## src/rtl/sftfd_pkg.sv

```systemverilog
// Shared types and constants for the load-cell conditioner.
// Used by the channel interfaces, the divider unit and the top level.
package sftfd_pkg;

  localparam int MAX_DEPTH  = 16;
  localparam int RING_AW    = $clog2(MAX_DEPTH);
  localparam int CNT_W      = 5;
  localparam int SUM_W      = 37;
  localparam int TACC_W     = 29;
  localparam int CFG_IDX_W  = 3;
  localparam int CFG_DATA_W = 32;
  localparam int DIV_CNT_W  = $clog2(SUM_W + 1);

  localparam logic [1:0] REQ_TICK = 2'd0;
  localparam logic [1:0] REQ_TARE = 2'd1;
  localparam logic [1:0] REQ_FLOW = 2'd2;

  localparam logic [CFG_IDX_W-1:0] CFG_FILTER_DEPTH     = 3'd0;
  localparam logic [CFG_IDX_W-1:0] CFG_FLOW_THRESHOLD   = 3'd1;
  localparam logic [CFG_IDX_W-1:0] CFG_FLOW_CONSECUTIVE = 3'd2;
  localparam logic [CFG_IDX_W-1:0] CFG_FLOW_TIMEOUT     = 3'd3;
  localparam logic [CFG_IDX_W-1:0] CFG_STALE_TIMEOUT    = 3'd4;
  localparam logic [CFG_IDX_W-1:0] CFG_SENSOR_OK        = 3'd5;

  localparam logic [4:0]  RST_FILTER_DEPTH     = 5'd10;
  localparam logic [30:0] RST_FLOW_THRESHOLD   = 31'd256;
  localparam logic [7:0]  RST_FLOW_CONSECUTIVE = 8'd3;
  localparam logic [31:0] RST_FLOW_TIMEOUT     = 32'd2000;
  localparam logic [31:0] RST_STALE_TIMEOUT    = 32'd500;

  typedef struct packed {
    logic [1:0]         req_type;
    logic [31:0]        now_ms;
    logic               sample_ready;
    logic signed [23:0] raw_sample;
    logic signed [31:0] grams_sample;
  } req_t;

  typedef struct packed {
    logic signed [31:0] filtered_grams;
    logic signed [31:0] last_grams;
    logic signed [31:0] last_delta;
    logic               flow_active;
    logic               flow_detected;
    logic               flow_timed_out;
    logic               stale;
    logic               taring;
    logic               tare_done;
    logic signed [23:0] tare_offset;
  } res_t;

  typedef struct packed {
    logic                    start;
    logic signed [SUM_W-1:0] dividend;
    logic [CNT_W-1:0]        divisor;
  } div_req_t;

  typedef struct packed {
    logic                    done;
    logic signed [SUM_W-1:0] quotient;
  } div_rsp_t;

endpackage

```

## src/rtl/sftfd_req_if.sv

```systemverilog
// Request channel: valid, ready and one request item per beat.
// Depends on sftfd_pkg for the payload type.
interface sftfd_req_if import sftfd_pkg::*; ();
  logic valid;
  logic ready;
  req_t data;

  modport source (output valid, output data, input ready);
  modport sink (input valid, input data, output ready);
endinterface

```

## src/rtl/sftfd_res_if.sv

```systemverilog
// Result channel: valid, ready and one result item per beat.
// Depends on sftfd_pkg for the payload type.
interface sftfd_res_if import sftfd_pkg::*; ();
  logic valid;
  logic ready;
  res_t data;

  modport source (output valid, output data, input ready);
  modport sink (input valid, input data, output ready);
endinterface

```

## src/rtl/scale_filter_tare_flow_detect.sv

```systemverilog
// Load-cell conditioner top level: tare averaging, moving-average weight filter,
// flow detection and staleness check. Uses sftfd_pkg, both channel interfaces and
// sftfd_div.
//
// One request is handled at a time and every request returns exactly one result
// beat. A weight sample, and the tare read that completes the tare average, go
// through the shared bit-serial divider that forms the average: a start, the
// quotient bits one by one over the 37-bit sum, the sign fix and the hand-back
// of the quotient. The sample ring is a 16-entry memory with one registered read
// port. A result waiting on the output register does not stop the next request
// from being taken. Writing filter_depth restarts the moving average.
module scale_filter_tare_flow_detect import sftfd_pkg::*; (
  input  logic                  clk,
  input  logic                  rst,
  input  logic                  cfg_we,
  input  logic [CFG_IDX_W-1:0]  cfg_index,
  input  logic [CFG_DATA_W-1:0] cfg_data,
  sftfd_req_if.sink             req_ch,
  sftfd_res_if.source           res_ch
);

  typedef enum logic [3:0] {
    S_IDLE,
    S_DISPATCH,
    S_TARE,
    S_TCHK,
    S_PUSH,
    S_SUB,
    S_DELTA,
    S_FLOW,
    S_TMO,
    S_DIV,
    S_DWAIT,
    S_OUT
  } state_t;

  state_t state;

  logic [4:0]  filter_depth;
  logic [30:0] flow_threshold;
  logic [7:0]  flow_consecutive;
  logic [31:0] flow_timeout_ms;
  logic [31:0] stale_timeout_ms;
  logic        sensor_ok;

  req_t item;

  logic signed [31:0] sample_ring [MAX_DEPTH];
  logic signed [31:0] ring_rd;

  logic signed [SUM_W-1:0]  ring_sum;
  logic [CNT_W-1:0]         fill_count;
  logic [RING_AW-1:0]       write_slot;
  logic signed [31:0]       average_value;
  logic                     tare_busy;
  logic signed [TACC_W-1:0] tare_accum;
  logic [CNT_W-1:0]         tare_reads;
  logic                     have_previous;
  logic signed [31:0]       previous_sample;
  logic signed [31:0]       latest_reading;
  logic signed [31:0]       latest_delta;
  logic                     flow_armed;
  logic                     flow_found;
  logic                     flow_expired;
  logic [7:0]               rising_run;
  logic [31:0]              flow_start_ms;
  logic [31:0]              last_conversion_ms;
  logic                     stale_flag;
  logic                     tare_done;
  logic signed [23:0]       tare_offset;
  logic                     avg_pending;
  logic                     div_tare;
  logic [CNT_W-1:0]         div_divisor;

  logic res_valid;
  res_t res_data;

  logic [CNT_W-1:0]         depth_n;
  logic                     fill_lt;
  logic [RING_AW-1:0]       ring_addr;
  logic [CNT_W-1:0]         slot_inc;
  logic signed [32:0]       delta_full;
  logic signed [31:0]       delta_sat;
  logic [7:0]               need;
  logic [7:0]               rising_run_next;
  logic [31:0]              stale_age;
  logic [31:0]              flow_age;
  logic signed [TACC_W-1:0] tare_sum_next;
  logic [CNT_W-1:0]         fill_inc;

  div_req_t div_req;
  div_rsp_t div_rsp;

  sftfd_div u_div (
    .clk (clk),
    .rst (rst),
    .req (div_req),
    .rsp (div_rsp)
  );

  always_comb begin
    if (filter_depth == '0) begin
      depth_n = CNT_W'(1);
    end else if (filter_depth > CNT_W'(MAX_DEPTH)) begin
      depth_n = CNT_W'(MAX_DEPTH);
    end else begin
      depth_n = filter_depth;
    end
  end

  assign fill_lt   = fill_count < depth_n;
  assign fill_inc  = fill_count + CNT_W'(1);
  assign ring_addr = fill_lt ? fill_count[RING_AW-1:0] : write_slot;
  assign slot_inc  = CNT_W'(write_slot) + CNT_W'(1);

  assign delta_full = 33'(item.grams_sample) - 33'(previous_sample);
  always_comb begin
    if (delta_full[32] != delta_full[31]) begin
      delta_sat = delta_full[32] ? 32'sh8000_0000 : 32'sh7fff_ffff;
    end else begin
      delta_sat = delta_full[31:0];
    end
  end

  assign need = (flow_consecutive == '0) ? 8'd1 : flow_consecutive;
  always_comb begin
    if (latest_delta > $signed({1'b0, flow_threshold})) begin
      rising_run_next = (rising_run == 8'hff) ? rising_run : rising_run + 8'd1;
    end else begin
      rising_run_next = '0;
    end
  end

  assign stale_age     = item.now_ms - last_conversion_ms;
  assign flow_age      = item.now_ms - flow_start_ms;
  assign tare_sum_next = tare_accum + TACC_W'(item.raw_sample);

  assign div_req.start    = (state == S_DIV);
  assign div_req.dividend = div_tare ? SUM_W'(tare_accum) : ring_sum;
  assign div_req.divisor  = div_divisor;

  assign req_ch.ready = (state == S_IDLE);
  assign res_ch.valid = res_valid;
  assign res_ch.data  = res_data;

  always_ff @(posedge clk) begin
    if (state == S_PUSH) begin
      sample_ring[ring_addr] <= item.grams_sample;
    end
    ring_rd <= sample_ring[ring_addr];
  end

  always_ff @(posedge clk) begin
    if (rst) begin
      state              <= S_IDLE;
      filter_depth       <= RST_FILTER_DEPTH;
      flow_threshold     <= RST_FLOW_THRESHOLD;
      flow_consecutive   <= RST_FLOW_CONSECUTIVE;
      flow_timeout_ms    <= RST_FLOW_TIMEOUT;
      stale_timeout_ms   <= RST_STALE_TIMEOUT;
      sensor_ok          <= 1'b1;
      item               <= '0;
      ring_sum           <= '0;
      fill_count         <= '0;
      write_slot         <= '0;
      average_value      <= '0;
      tare_busy          <= 1'b0;
      tare_accum         <= '0;
      tare_reads         <= '0;
      have_previous      <= 1'b0;
      previous_sample    <= '0;
      latest_reading     <= '0;
      latest_delta       <= '0;
      flow_armed         <= 1'b0;
      flow_found         <= 1'b0;
      flow_expired       <= 1'b0;
      rising_run         <= '0;
      flow_start_ms      <= '0;
      last_conversion_ms <= '0;
      stale_flag         <= 1'b0;
      tare_done          <= 1'b0;
      tare_offset        <= '0;
      avg_pending        <= 1'b0;
      div_tare           <= 1'b0;
      div_divisor        <= CNT_W'(1);
      res_valid          <= 1'b0;
      res_data           <= '0;
    end else begin
      if (res_valid && res_ch.ready) begin
        res_valid <= 1'b0;
      end

      if (cfg_we) begin
        unique case (cfg_index)
          CFG_FILTER_DEPTH: begin
            filter_depth  <= cfg_data[4:0];
            fill_count    <= '0;
            write_slot    <= '0;
            ring_sum      <= '0;
            average_value <= '0;
          end
          CFG_FLOW_THRESHOLD:   flow_threshold   <= cfg_data[30:0];
          CFG_FLOW_CONSECUTIVE: flow_consecutive <= cfg_data[7:0];
          CFG_FLOW_TIMEOUT:     flow_timeout_ms  <= cfg_data;
          CFG_STALE_TIMEOUT:    stale_timeout_ms <= cfg_data;
          CFG_SENSOR_OK:        sensor_ok        <= cfg_data[0];
          default: ;
        endcase
      end

      unique case (state)
        S_IDLE: begin
          if (req_ch.valid) begin
            item        <= req_ch.data;
            tare_done   <= 1'b0;
            tare_offset <= '0;
            avg_pending <= 1'b0;
            state       <= S_DISPATCH;
          end
        end
        S_DISPATCH: begin
          unique case (item.req_type)
            REQ_TARE: begin
              tare_busy  <= 1'b1;
              tare_accum <= '0;
              tare_reads <= '0;
              state      <= S_OUT;
            end
            REQ_FLOW: begin
              flow_armed    <= 1'b1;
              flow_found    <= 1'b0;
              flow_expired  <= 1'b0;
              rising_run    <= '0;
              latest_delta  <= '0;
              flow_start_ms <= item.now_ms;
              have_previous <= 1'b0;
              state         <= S_OUT;
            end
            REQ_TICK: begin
              stale_flag <= sensor_ok && (stale_age > stale_timeout_ms);
              if (!sensor_ok || !item.sample_ready) begin
                state <= S_TMO;
              end else if (tare_busy) begin
                state <= S_TARE;
              end else begin
                state <= S_PUSH;
              end
            end
            default: state <= S_OUT;
          endcase
        end
        S_TARE: begin
          tare_accum         <= tare_sum_next;
          last_conversion_ms <= item.now_ms;
          if (tare_reads != '1) begin
            tare_reads <= tare_reads + CNT_W'(1);
          end
          state <= S_TCHK;
        end
        S_TCHK: begin
          if (tare_reads >= depth_n) begin
            div_tare    <= 1'b1;
            div_divisor <= tare_reads;
            state       <= S_DIV;
          end else begin
            state <= S_OUT;
          end
        end
        S_PUSH: begin
          last_conversion_ms <= item.now_ms;
          latest_reading     <= item.grams_sample;
          ring_sum           <= ring_sum + SUM_W'(item.grams_sample);
          avg_pending        <= 1'b1;
          div_tare           <= 1'b0;
          if (fill_lt) begin
            fill_count  <= fill_inc;
            div_divisor <= fill_inc;
            state       <= S_DELTA;
          end else begin
            write_slot  <= (slot_inc == depth_n) ? '0 : slot_inc[RING_AW-1:0];
            div_divisor <= depth_n;
            state       <= S_SUB;
          end
        end
        S_SUB: begin
          ring_sum <= ring_sum - SUM_W'(ring_rd);
          state    <= S_DELTA;
        end
        S_DELTA: begin
          if (!have_previous) begin
            latest_delta  <= '0;
            have_previous <= 1'b1;
          end else begin
            latest_delta <= delta_sat;
          end
          previous_sample <= item.grams_sample;
          state           <= S_FLOW;
        end
        S_FLOW: begin
          if (flow_armed && !flow_found) begin
            rising_run <= rising_run_next;
            if (rising_run_next >= need) begin
              flow_found <= 1'b1;
              flow_armed <= 1'b0;
            end
          end
          state <= S_TMO;
        end
        S_TMO: begin
          if (flow_armed && !flow_found && (flow_age >= flow_timeout_ms)) begin
            flow_expired <= 1'b1;
            flow_armed   <= 1'b0;
          end
          state <= avg_pending ? S_DIV : S_OUT;
        end
        S_DIV: begin
          state <= S_DWAIT;
        end
        S_DWAIT: begin
          if (div_rsp.done) begin
            if (div_tare) begin
              tare_offset     <= div_rsp.quotient[23:0];
              tare_done       <= 1'b1;
              tare_busy       <= 1'b0;
              fill_count      <= '0;
              write_slot      <= '0;
              ring_sum        <= '0;
              average_value   <= '0;
              have_previous   <= 1'b0;
              previous_sample <= '0;
              latest_delta    <= '0;
              latest_reading  <= '0;
              rising_run      <= '0;
            end else begin
              average_value <= div_rsp.quotient[31:0];
            end
            state <= S_OUT;
          end
        end
        S_OUT: begin
          if (!res_valid || res_ch.ready) begin
            res_valid               <= 1'b1;
            res_data.filtered_grams <= average_value;
            res_data.last_grams     <= latest_reading;
            res_data.last_delta     <= latest_delta;
            res_data.flow_active    <= flow_armed;
            res_data.flow_detected  <= flow_found;
            res_data.flow_timed_out <= flow_expired;
            res_data.stale          <= stale_flag;
            res_data.taring         <= tare_busy;
            res_data.tare_done      <= tare_done;
            res_data.tare_offset    <= tare_offset;
            state                   <= S_IDLE;
          end
        end
        default: state <= S_IDLE;
      endcase
    end
  end

endmodule

```

## src/rtl/sftfd_div.sv

```systemverilog
// Shared restoring divider, one quotient bit per cycle, truncating toward zero.
// Signed dividend of SUM_W bits over a small unsigned nonzero divisor; uses sftfd_pkg.
module sftfd_div import sftfd_pkg::*; (
  input  logic     clk,
  input  logic     rst,
  input  div_req_t req,
  output div_rsp_t rsp
);

  logic                 busy;
  logic                 done;
  logic                 neg;
  logic [DIV_CNT_W-1:0] count;
  logic [SUM_W-1:0]     quo;
  logic [CNT_W-1:0]     rem;
  logic [CNT_W-1:0]     dvs;
  logic [CNT_W:0]       rem_shift;
  logic [CNT_W:0]       rem_diff;
  logic                 fits;

  assign rem_shift = {rem, quo[SUM_W-1]};
  assign rem_diff  = rem_shift - {1'b0, dvs};
  assign fits      = rem_shift >= {1'b0, dvs};

  always_ff @(posedge clk) begin
    if (rst) begin
      busy  <= 1'b0;
      done  <= 1'b0;
      neg   <= 1'b0;
      count <= '0;
      quo   <= '0;
      rem   <= '0;
      dvs   <= '0;
    end else begin
      done <= 1'b0;
      if (req.start) begin
        busy  <= 1'b1;
        neg   <= req.dividend[SUM_W-1];
        quo   <= req.dividend[SUM_W-1] ? SUM_W'(-req.dividend) : SUM_W'(req.dividend);
        rem   <= '0;
        dvs   <= req.divisor;
        count <= DIV_CNT_W'(SUM_W);
      end else if (busy) begin
        if (count != '0) begin
          rem   <= fits ? rem_diff[CNT_W-1:0] : rem_shift[CNT_W-1:0];
          quo   <= {quo[SUM_W-2:0], fits};
          count <= count - DIV_CNT_W'(1);
        end else begin
          quo  <= neg ? SUM_W'(-quo) : quo;
          busy <= 1'b0;
          done <= 1'b1;
        end
      end
    end
  end

  assign rsp.done     = done;
  assign rsp.quotient = $signed(quo);

endmodule

```

## src/flat_wrapper.sv

```systemverilog
// flat-port wrapper written by rule: the top's interface ports become plain ports
module scale_filter_tare_flow_detect_flat import sftfd_pkg::*;
  (clk, rst, cfg_we, cfg_index, cfg_data, req_ch_valid, req_ch_data, req_ch_ready, res_ch_valid, res_ch_data, res_ch_ready);
  sftfd_req_if req_ch_i ();
  sftfd_res_if res_ch_i ();
  input  logic clk;
  input  logic rst;
  input  logic cfg_we;
  input  logic [CFG_IDX_W-1:0] cfg_index;
  input  logic [CFG_DATA_W-1:0] cfg_data;
  input wire logic [$bits(req_ch_i.valid)-1:0] req_ch_valid;
  input wire logic [$bits(req_ch_i.data)-1:0] req_ch_data;
  output wire logic [$bits(req_ch_i.ready)-1:0] req_ch_ready;
  output wire logic [$bits(res_ch_i.valid)-1:0] res_ch_valid;
  output wire logic [$bits(res_ch_i.data)-1:0] res_ch_data;
  input wire logic [$bits(res_ch_i.ready)-1:0] res_ch_ready;
  assign req_ch_i.valid = req_ch_valid;
  assign req_ch_i.data = req_ch_data;
  assign req_ch_ready = req_ch_i.ready;
  assign res_ch_valid = res_ch_i.valid;
  assign res_ch_data = res_ch_i.data;
  assign res_ch_i.ready = res_ch_ready;
  scale_filter_tare_flow_detect u_core (.clk(clk), .rst(rst), .cfg_we(cfg_we), .cfg_index(cfg_index), .cfg_data(cfg_data), .req_ch(req_ch_i), .res_ch(res_ch_i));
endmodule
```

## config.mk

```make
export PLATFORM = sky130hd
export DESIGN_NAME = scale_filter_tare_flow_detect_flat
export DESIGN_NICKNAME = d
export VERILOG_FILES = /design/src/rtl/sftfd_pkg.sv /design/src/rtl/sftfd_req_if.sv /design/src/rtl/sftfd_res_if.sv /design/src/rtl/scale_filter_tare_flow_detect.sv /design/src/rtl/sftfd_div.sv /design/src/flat_wrapper.sv
export SDC_FILE = /design/constraint.sdc
export NUM_CORES = 2
export LEC_CHECK = 0
export ABC_AREA = 1
export CORE_UTILIZATION = 45
export CTS_CLUSTER_DIAMETER = 100
export DETAILED_ROUTE_END_ITERATION = 6
export DONT_BUFFER_PORTS = 1
export HOLD_SLACK_MARGIN = 0.06
export MAX_ROUTING_LAYER = met4
export PLACE_DENSITY = 0.67
export SLEW_MARGIN = 20
export SYNTH_ARGS = -nofsm -noshare
export SYNTH_HDL_FRONTEND = slang
export SYNTH_HIERARCHICAL = 1
export SYNTH_SLANG_ARGS = --single-unit
```

## constraint.sdc

```tcl
create_clock -name clk -period 3.8 [get_ports clk]
set_input_delay 0.95 -clock clk [delete_from_list [all_inputs] [get_ports clk]]
set_output_delay 0.95 -clock clk [all_outputs]
set_load 0.02 [all_outputs]
```

## After elaboration in Yosys (flattened, before gate mapping)

Memories as Yosys holds them, arrays and structs flattened. A register that Yosys moved wholly into a read port is not among the register bits.
Cells that the tools add are included.

- Memory bits (writable): 512
- Word-level logic and storage cells: 279
- Bits of input ports: 131
- Output and inout bits: 128
- Memories: 1
- Register bits after elaboration: 705

- Reduce and logical (&&, ||, !) cells: 61
- Mux-type cells: 107
- $lt $le $gt $ge: 8
- Bitwise operators: 1
- Add/subtract/negate cells: 14
- Eq/ne operators: 33

Memory list:

| name | depth | width | read ports | clocked after Yosys merged registers in | write ports | line | source |
|---|---|---|---|---|---|---|---|
| u_core.sample_ring | 16 | 32 | 1 | 1 | 1 | scale_filter_tare_flow_detect.sv:48 | `logic signed [31:0] sample_ring [MAX_DEPTH];` |

Operators by type and width:

| cell | count |
|---|---|
| $mux 37 | 10 |
| $mux 32 | 11 |
| $pmux 32 s2 | 2 |
| $pmux 37 s3 | 1 |
| $pmux 32 s3 | 1 |
| $neg 37->37 | 2 |
| $mux 24 | 3 |
| $gt 32x32->1 | 2 |
| $sub 32x32->32 | 2 |
| $mux 5 | 12 |
| $pmux 29 s2 | 1 |
| $mux 8 | 7 |
| $mux 4 | 12 |
| $pmux 24 s2 | 1 |
| $pmux 4 s12 | 1 |
| $add 37x32->37 | 1 |
| $sub 37x32->37 | 1 |
| $sub 32x32->33 | 1 |
| $ge 32x32->1 | 1 |
| $reduce_and 2->1 | 16 |
| $pmux 5 s2 | 3 |
| $add 29x24->29 | 1 |
| $mux 29 | 1 |
| $mux 1 | 24 |
| other kinds (49) | 107 |

## Logic depth before layout (Yosys ltp)

- Depth in word-level cells: 7
- Depth in mapped cells: 28
- Gate-level depth less buffers: 28

## Hierarchy

The synthesis kept the hierarchy.

By module, submodules not included:

| module | cells each | instances | area each (µm²) | sequential area each (µm²) |
|---|---|---|---|---|
| scale_filter_tare_flow_detect | 7537 | 1 | 59899.9 | 29007.8 |
| sftfd_div | 879 | 1 | 4968.5 | 1121.1 |

## Least setup slack after synthesis

Ideal clock, no wire load.

- Path type: register -> register
- Start: reg u_core.filter_depth[1]
- End: mem u_core.sample_ring[11][0], enable pin
- Buffers on the path: 2
- Path slack: -0.160 ns
- Setup time: 0.421 ns
- Arrival time: 3.539 ns
- Required time: 3.379 ns
- Stages on the path, launching flop included: 17
- Period minus slack after synthesis: 3.960 ns
- Path through: dfxtp_1 > nor2_1 > nand3_1 > nand2_1 > nand2_1 > ha_1 > a21oi_1 > nor2_1 > nor3_4 > nand2_4 > nand2_1 > o21ai_2 > inv_2 > buf_2 > buf_2 > nand4_1 > nor2_1

- Word-level cells in the longest chain between the ends: 5
- Elaborated cells between the ends (all ways): 6
- Those cells by class: order compare (2); mux (3); reduce/logical (1)

RTL lines:

| element | line | source |
|---|---|---|
| from (decl) | scale_filter_tare_flow_detect.sv:39 | `logic [4:0] filter_depth;` |
| from (signal assigned) | scale_filter_tare_flow_detect.sv:196 | `filter_depth <= cfg_data[4:0];` |
| $gt 5x5->1 | scale_filter_tare_flow_detect.sv:104 | `end else if (filter_depth > CNT_W'(MAX_DEPTH)) begin` |
| $mux 5 | scale_filter_tare_flow_detect.sv:104 |  |
| $mux 5 * | scale_filter_tare_flow_detect.sv:102 | `if (filter_depth == '0) begin` |
| $lt 5x5->1 * | scale_filter_tare_flow_detect.sv:111 | `assign fill_lt = fill_count < depth_n;` |
| $mux 4 * | scale_filter_tare_flow_detect.sv:113 | `assign ring_addr = fill_lt ? fill_count[RING_AW-1:0] : write_slot;` |
| to (decl) | scale_filter_tare_flow_detect.sv:48 |  |

Mark *: on every way between the ends. The rest lies on a longest branch, timed or not.

## Worst setup path in the final report

- Start: reg u_core.filter_depth[1]
- End: mem u_core.sample_ring[2][16], enable pin

The elaborated chain is that of the path after synthesis.

==> run_results.csv <==
group,metric,value,unit
worst_setup_path,setup.worst_path.start_class,"register",
placed_design,total_of_buffers_placed_on_input_and_output_ports,0,
worst_setup_path,worst_setup_path_endpoint,"u_core/sample_ring[2][16]",
global_routing,first_global_vias,53600,
timing,grt_setup_unrepaired,"yes",
worst_setup_path,critPathKind,"register to register",
drt,top_signal_layer_used,"met4",
drt,detail_route.drc_violations,0,
placed_design,finalWeightedCongestion,0.962,
yosys,synth-compound-area-share,13.3,%
worst_setup_path,crit_fanout,16,
drt,vias,57500,
yosys,synth-async-reset-ratio,0,%
timing,max_slew_margin,27.3,%
yosys,synth_xor_xnor_area_share,1.51,%
flow_run,cap_violations,0,
drt,drt-pass1-iter-count,6,
cells_and_area,register_area,30100,um2
yosys,synthMuxAreaShare,0,%
yosys,synth-edff-count,512,
drt,viasPerCell,5.55,
yosys,synth-seq-area-share,46.4,%
placed_design,place.detailed.hpwl,148000,um
yosys,synth-warning-count,6,
yosys,synthCells,8416,
worst_setup_path,r2r_start,"u_core/filter_depth[1]",
power_and_ir_drop,finalPower,0.0530,W
worst_setup_path,ff2ff_path_depth,15,
yosys,synthesized_area_fraction_occupied_by_and_or_nand_nor_cells,26.5,%
yosys,synth.avg_cell_area,7.71,um2
die,floorplan.die.width,382,um
timing,final-hold-violation-count,0,
timing,period_needed,3.55,ns
cells_and_area,layout-drive-gt1-share,7.26,%
cells_and_area,area.growth.synth_to_final,11.7,%
worst_setup_path,r2r_slack,0.25,ns
worst_setup_path,worstSetupEndpointType,"register",
clocking,clock_insertion_delay_worst_skew,0.80,ns
yosys,synthesis.area,64900,um2
clocking,cts.sinks,1249,
die,dieHeight,382,um
drt,met2_length,94400,um
die,area_of_the_core,142000,um2
worst_setup_path,reg2reg_to,"u_core/sample_ring[2][16]",
cells_and_area,final-instance-count-excl-fill,10400,
yosys,synth_flop_cell,"sky130_fd_sc_hd__dfxtp_1",
clocking,htree_levels,4,
clocking,cts.root.buffer_cell,"sky130_fd_sc_hd__clkbuf_16",
placed_design,dpl.cell_count,10100,
timing,max_slew.worst_pin.slew,1.09,ns
worst_setup_path,crit_start,"u_core/filter_depth[1]",
worst_setup_path,crit_arrival,3.99,ns
die,std_cell_rows,138,
drt,wirelength_met1,93200,um
timing,setup_viol,0,
drt,drt-wirelength-per-cell,20.4,um
placed_design,pre_cts_worst_setup_slack,0.0512,ns
cells_and_area,fill_cells,13700,
drt,wl_met3,18200,um
global_routing,groute.usage.overall,29.2,%
cells_and_area,fin_nets,8777,
timing,fin_crit_sh,93.4,%
global_routing,grt_max_degree,456,
cells_and_area,multi_input_gate_area_in_the_final_layout,30800,um2
yosys,synth_top_family_by_area,"simple AND/OR/NAND/NOR gates",
timing,setup_ws,0.251,ns
clocking,cts_buffers,141,
status,run_status,"complete, no violations",
drt,detail_route.wirelength,212000,um
power_and_ir_drop,p_leak,30.0,nW
hold_path,worst_hold_path_type,"primary input to register",
cells_and_area,utilization,50.9,%
clocking,clkSlewWorstSetupHoldPaths,0.06,ns
die,full_die_area,146000,um2
power_and_ir_drop,powerDensity,731,nW/um2
yosys,syn-num-nets,8838,
drt,initialDrtViolationCount,6220,
drt,ant_nets,0,
global_routing,grt_pass1_wl,321000,um
yosys,synth_adder_area_share,5.68,%
power_and_ir_drop,power.ir.vdd_worst,0.000563,V
yosys,synth.distinct_cells,67,
die,io_pins,259,
global_routing,grt_antenna_before_repair,11,
timing,fin_hold_ws,0.266,ns
die,initial_utilization,45.6,%
timing,final.setup_skew,0.0313,ns
global_routing,grt-ovfl-total,0,
clocking,clock_tree.buffer_depth,3,
timing,final_max_slew_viols,0,
clocking,tritoncts,"built",
timing,max_freq,0.282,GHz
yosys,ys_ff_latch,1249,
worst_setup_path,worstPathRequired,4.25,ns
-- synthesized netlist by cell type, types with 61 or more instances --
cell / instances / share of area, %
sky130_fd_sc_hd__nand4_1: 90 / 0.87
sky130_fd_sc_hd__inv_1: 660 / 3.8
sky130_fd_sc_hd__ha_1: 285 / 5.5
sky130_fd_sc_hd__buf_2: 119 / 0.92
sky130_fd_sc_hd__o21ai_0: 453 / 3.5
sky130_fd_sc_hd__a21oi_1: 933 / 7.2
sky130_fd_sc_hd__nand2_1: 2529 / 15
sky130_fd_sc_hd__nor2_1: 471 / 2.7
sky130_fd_sc_hd__clkbuf_1: 251 / 1.5
sky130_fd_sc_hd__nor3_1: 61 / 0.47
sky130_fd_sc_hd__dfxtp_1: 737 / 23
sky130_fd_sc_hd__nand3_1: 783 / 6.0
sky130_fd_sc_hd__edfxtp_1: 512 / 24
sky130_fd_sc_hd__xor2_1: 76 / 1.0
-- cell type report --
cell class	count	share of cell area, %
Inverter	680	3.54
Antenna cell	7	0.0242
Tap cell	1890	3.26
Multi-Input combinational cell	6085	42.5
Clock buffer	206	5.78
Clock inverter	52	0.919
Sequential cell	1249	41.6
Timing Repair Buffer	198	2.43
-- registers in the layout (all words and copies together), names as in the netlist, 24 cells and up --
register,flops
u_core/flow_threshold,31
u_core/tare_offset,24
u_core/latest_delta,32
u_core/ring_rd,32
u_core/flow_timeout_ms,32
u_core/stale_timeout_ms,32
u_core/sample_ring,512
u_core/average_value,32
u_core/u_div/quo,37
u_core/last_conversion_ms,32
u_core/latest_reading,32
u_core/ring_sum,37
u_core/previous_sample,32
u_core/res_ch.data,126
u_core/tare_accum,29
u_core/item,91
u_core/flow_start_ms,32
-- layer usage --
layer / up-vias / global-route usage [%]
li1: 28000 / -
met1: 27000 / 39.9
met2: 2161 / 44.1
met3: 306 / 5.05
met4: 0 / 8.52
met5: - / -
-- what timing repair did --
item	4_1_cts	5_1_grt
gates resized for setup	0	45
endpoints found under the setup margin	0	21
hold buffers	0	0
endpoints found under the hold margin	0	0
setup buffers	0	1
-- per-stage QoR --
step | setup TNS, ns | instance area [um2]
floorplan | -71.75 | 64900
global placement | 0 | 67500
detailed placement | 0 | 67500
CTS | 0 | 72300
global route | -0.0418 | 72500
finish | 0 | 72500
-- kinds of logic after synthesis --
kind of cell               Yosys count
AOI/OAI and AO/OA                 1607
xor gates and xnor gates           112
adders and majority gates          291
buffers and inverters             1082
DFF                               1249
and+or+nand+nor                   4075
-- worst min-delay path by stage --
stage	startpoint	to	slack, ns	cells after the start
2_1_floorplan	u_core/flow_start_ms[0]	u_core/flow_start_ms[0]	0.43	2
3_3_place_gp	u_core/flow_start_ms[0]	u_core/flow_start_ms[0]	0.44	2
3_5_place_dp	u_core/flow_start_ms[27]	u_core/flow_start_ms[27]	0.45	2
4_1_cts	rst	u_core/item[78]	0.21	1
5_1_grt	rst	u_core/res_ch.data[23]	0.25	1
6_report	rst	u_core/res_ch.data[23]	0.27	1
-- worst max-delay path: stages (launching register included) --
cell	delay (ns)
sky130_fd_sc_hd__dfxtp_1	0.32
sky130_fd_sc_hd__nor2_1	0.10
sky130_fd_sc_hd__nand3_1	0.11
sky130_fd_sc_hd__nand2_1	0.08
sky130_fd_sc_hd__nand2_1	0.14
sky130_fd_sc_hd__ha_1	0.33
sky130_fd_sc_hd__a21oi_1	0.14
sky130_fd_sc_hd__nor2_1	0.08
sky130_fd_sc_hd__nor3_4	0.22
sky130_fd_sc_hd__nand2_4	0.20
sky130_fd_sc_hd__nand2_1	0.12
sky130_fd_sc_hd__o21ai_2	0.15
sky130_fd_sc_hd__nor2_4	0.38
sky130_fd_sc_hd__inv_1	0.27
sky130_fd_sc_hd__nor2_4	0.20
sky130_fd_sc_hd__buf_4	0.35
-- cells in the final DEF (no fill, tap or decap), types with 36 or more instances in the layout --
cell type	netlist	routed
sky130_fd_sc_hd__a21oi_1	933	925
sky130_fd_sc_hd__dfxtp_1	737	736
sky130_fd_sc_hd__nand3_1	783	781
sky130_fd_sc_hd__nor3_1	61	59
sky130_fd_sc_hd__buf_4	9	176
sky130_fd_sc_hd__ha_1	285	283
sky130_fd_sc_hd__xnor2_1	36	36
sky130_fd_sc_hd__xor2_1	76	76
sky130_fd_sc_hd__inv_1	660	656
sky130_fd_sc_hd__edfxtp_1	512	512
sky130_fd_sc_hd__nand4_1	90	90
sky130_fd_sc_hd__o21ai_0	453	444
sky130_fd_sc_hd__a31oi_1	36	36
sky130_fd_sc_hd__clkbuf_16	0	148
sky130_fd_sc_hd__a21oi_2	29	36
sky130_fd_sc_hd__nand2_1	2529	2523
sky130_fd_sc_hd__nor2_1	471	439
-- where the power goes --
| group | internal, W | leakage [nW] | switching (W) |
|---|---|---|---|
| clock network | 0.00839 | 2.37 | 0.00579 |
| logic | 0.00776 | 17.0 | 0.0151 |
| registers | 0.0152 | 10.7 | 0.000699 |
| total | 0.0314 | 30.0 | 0.0216 |
(Power assumes the default switching activity.)
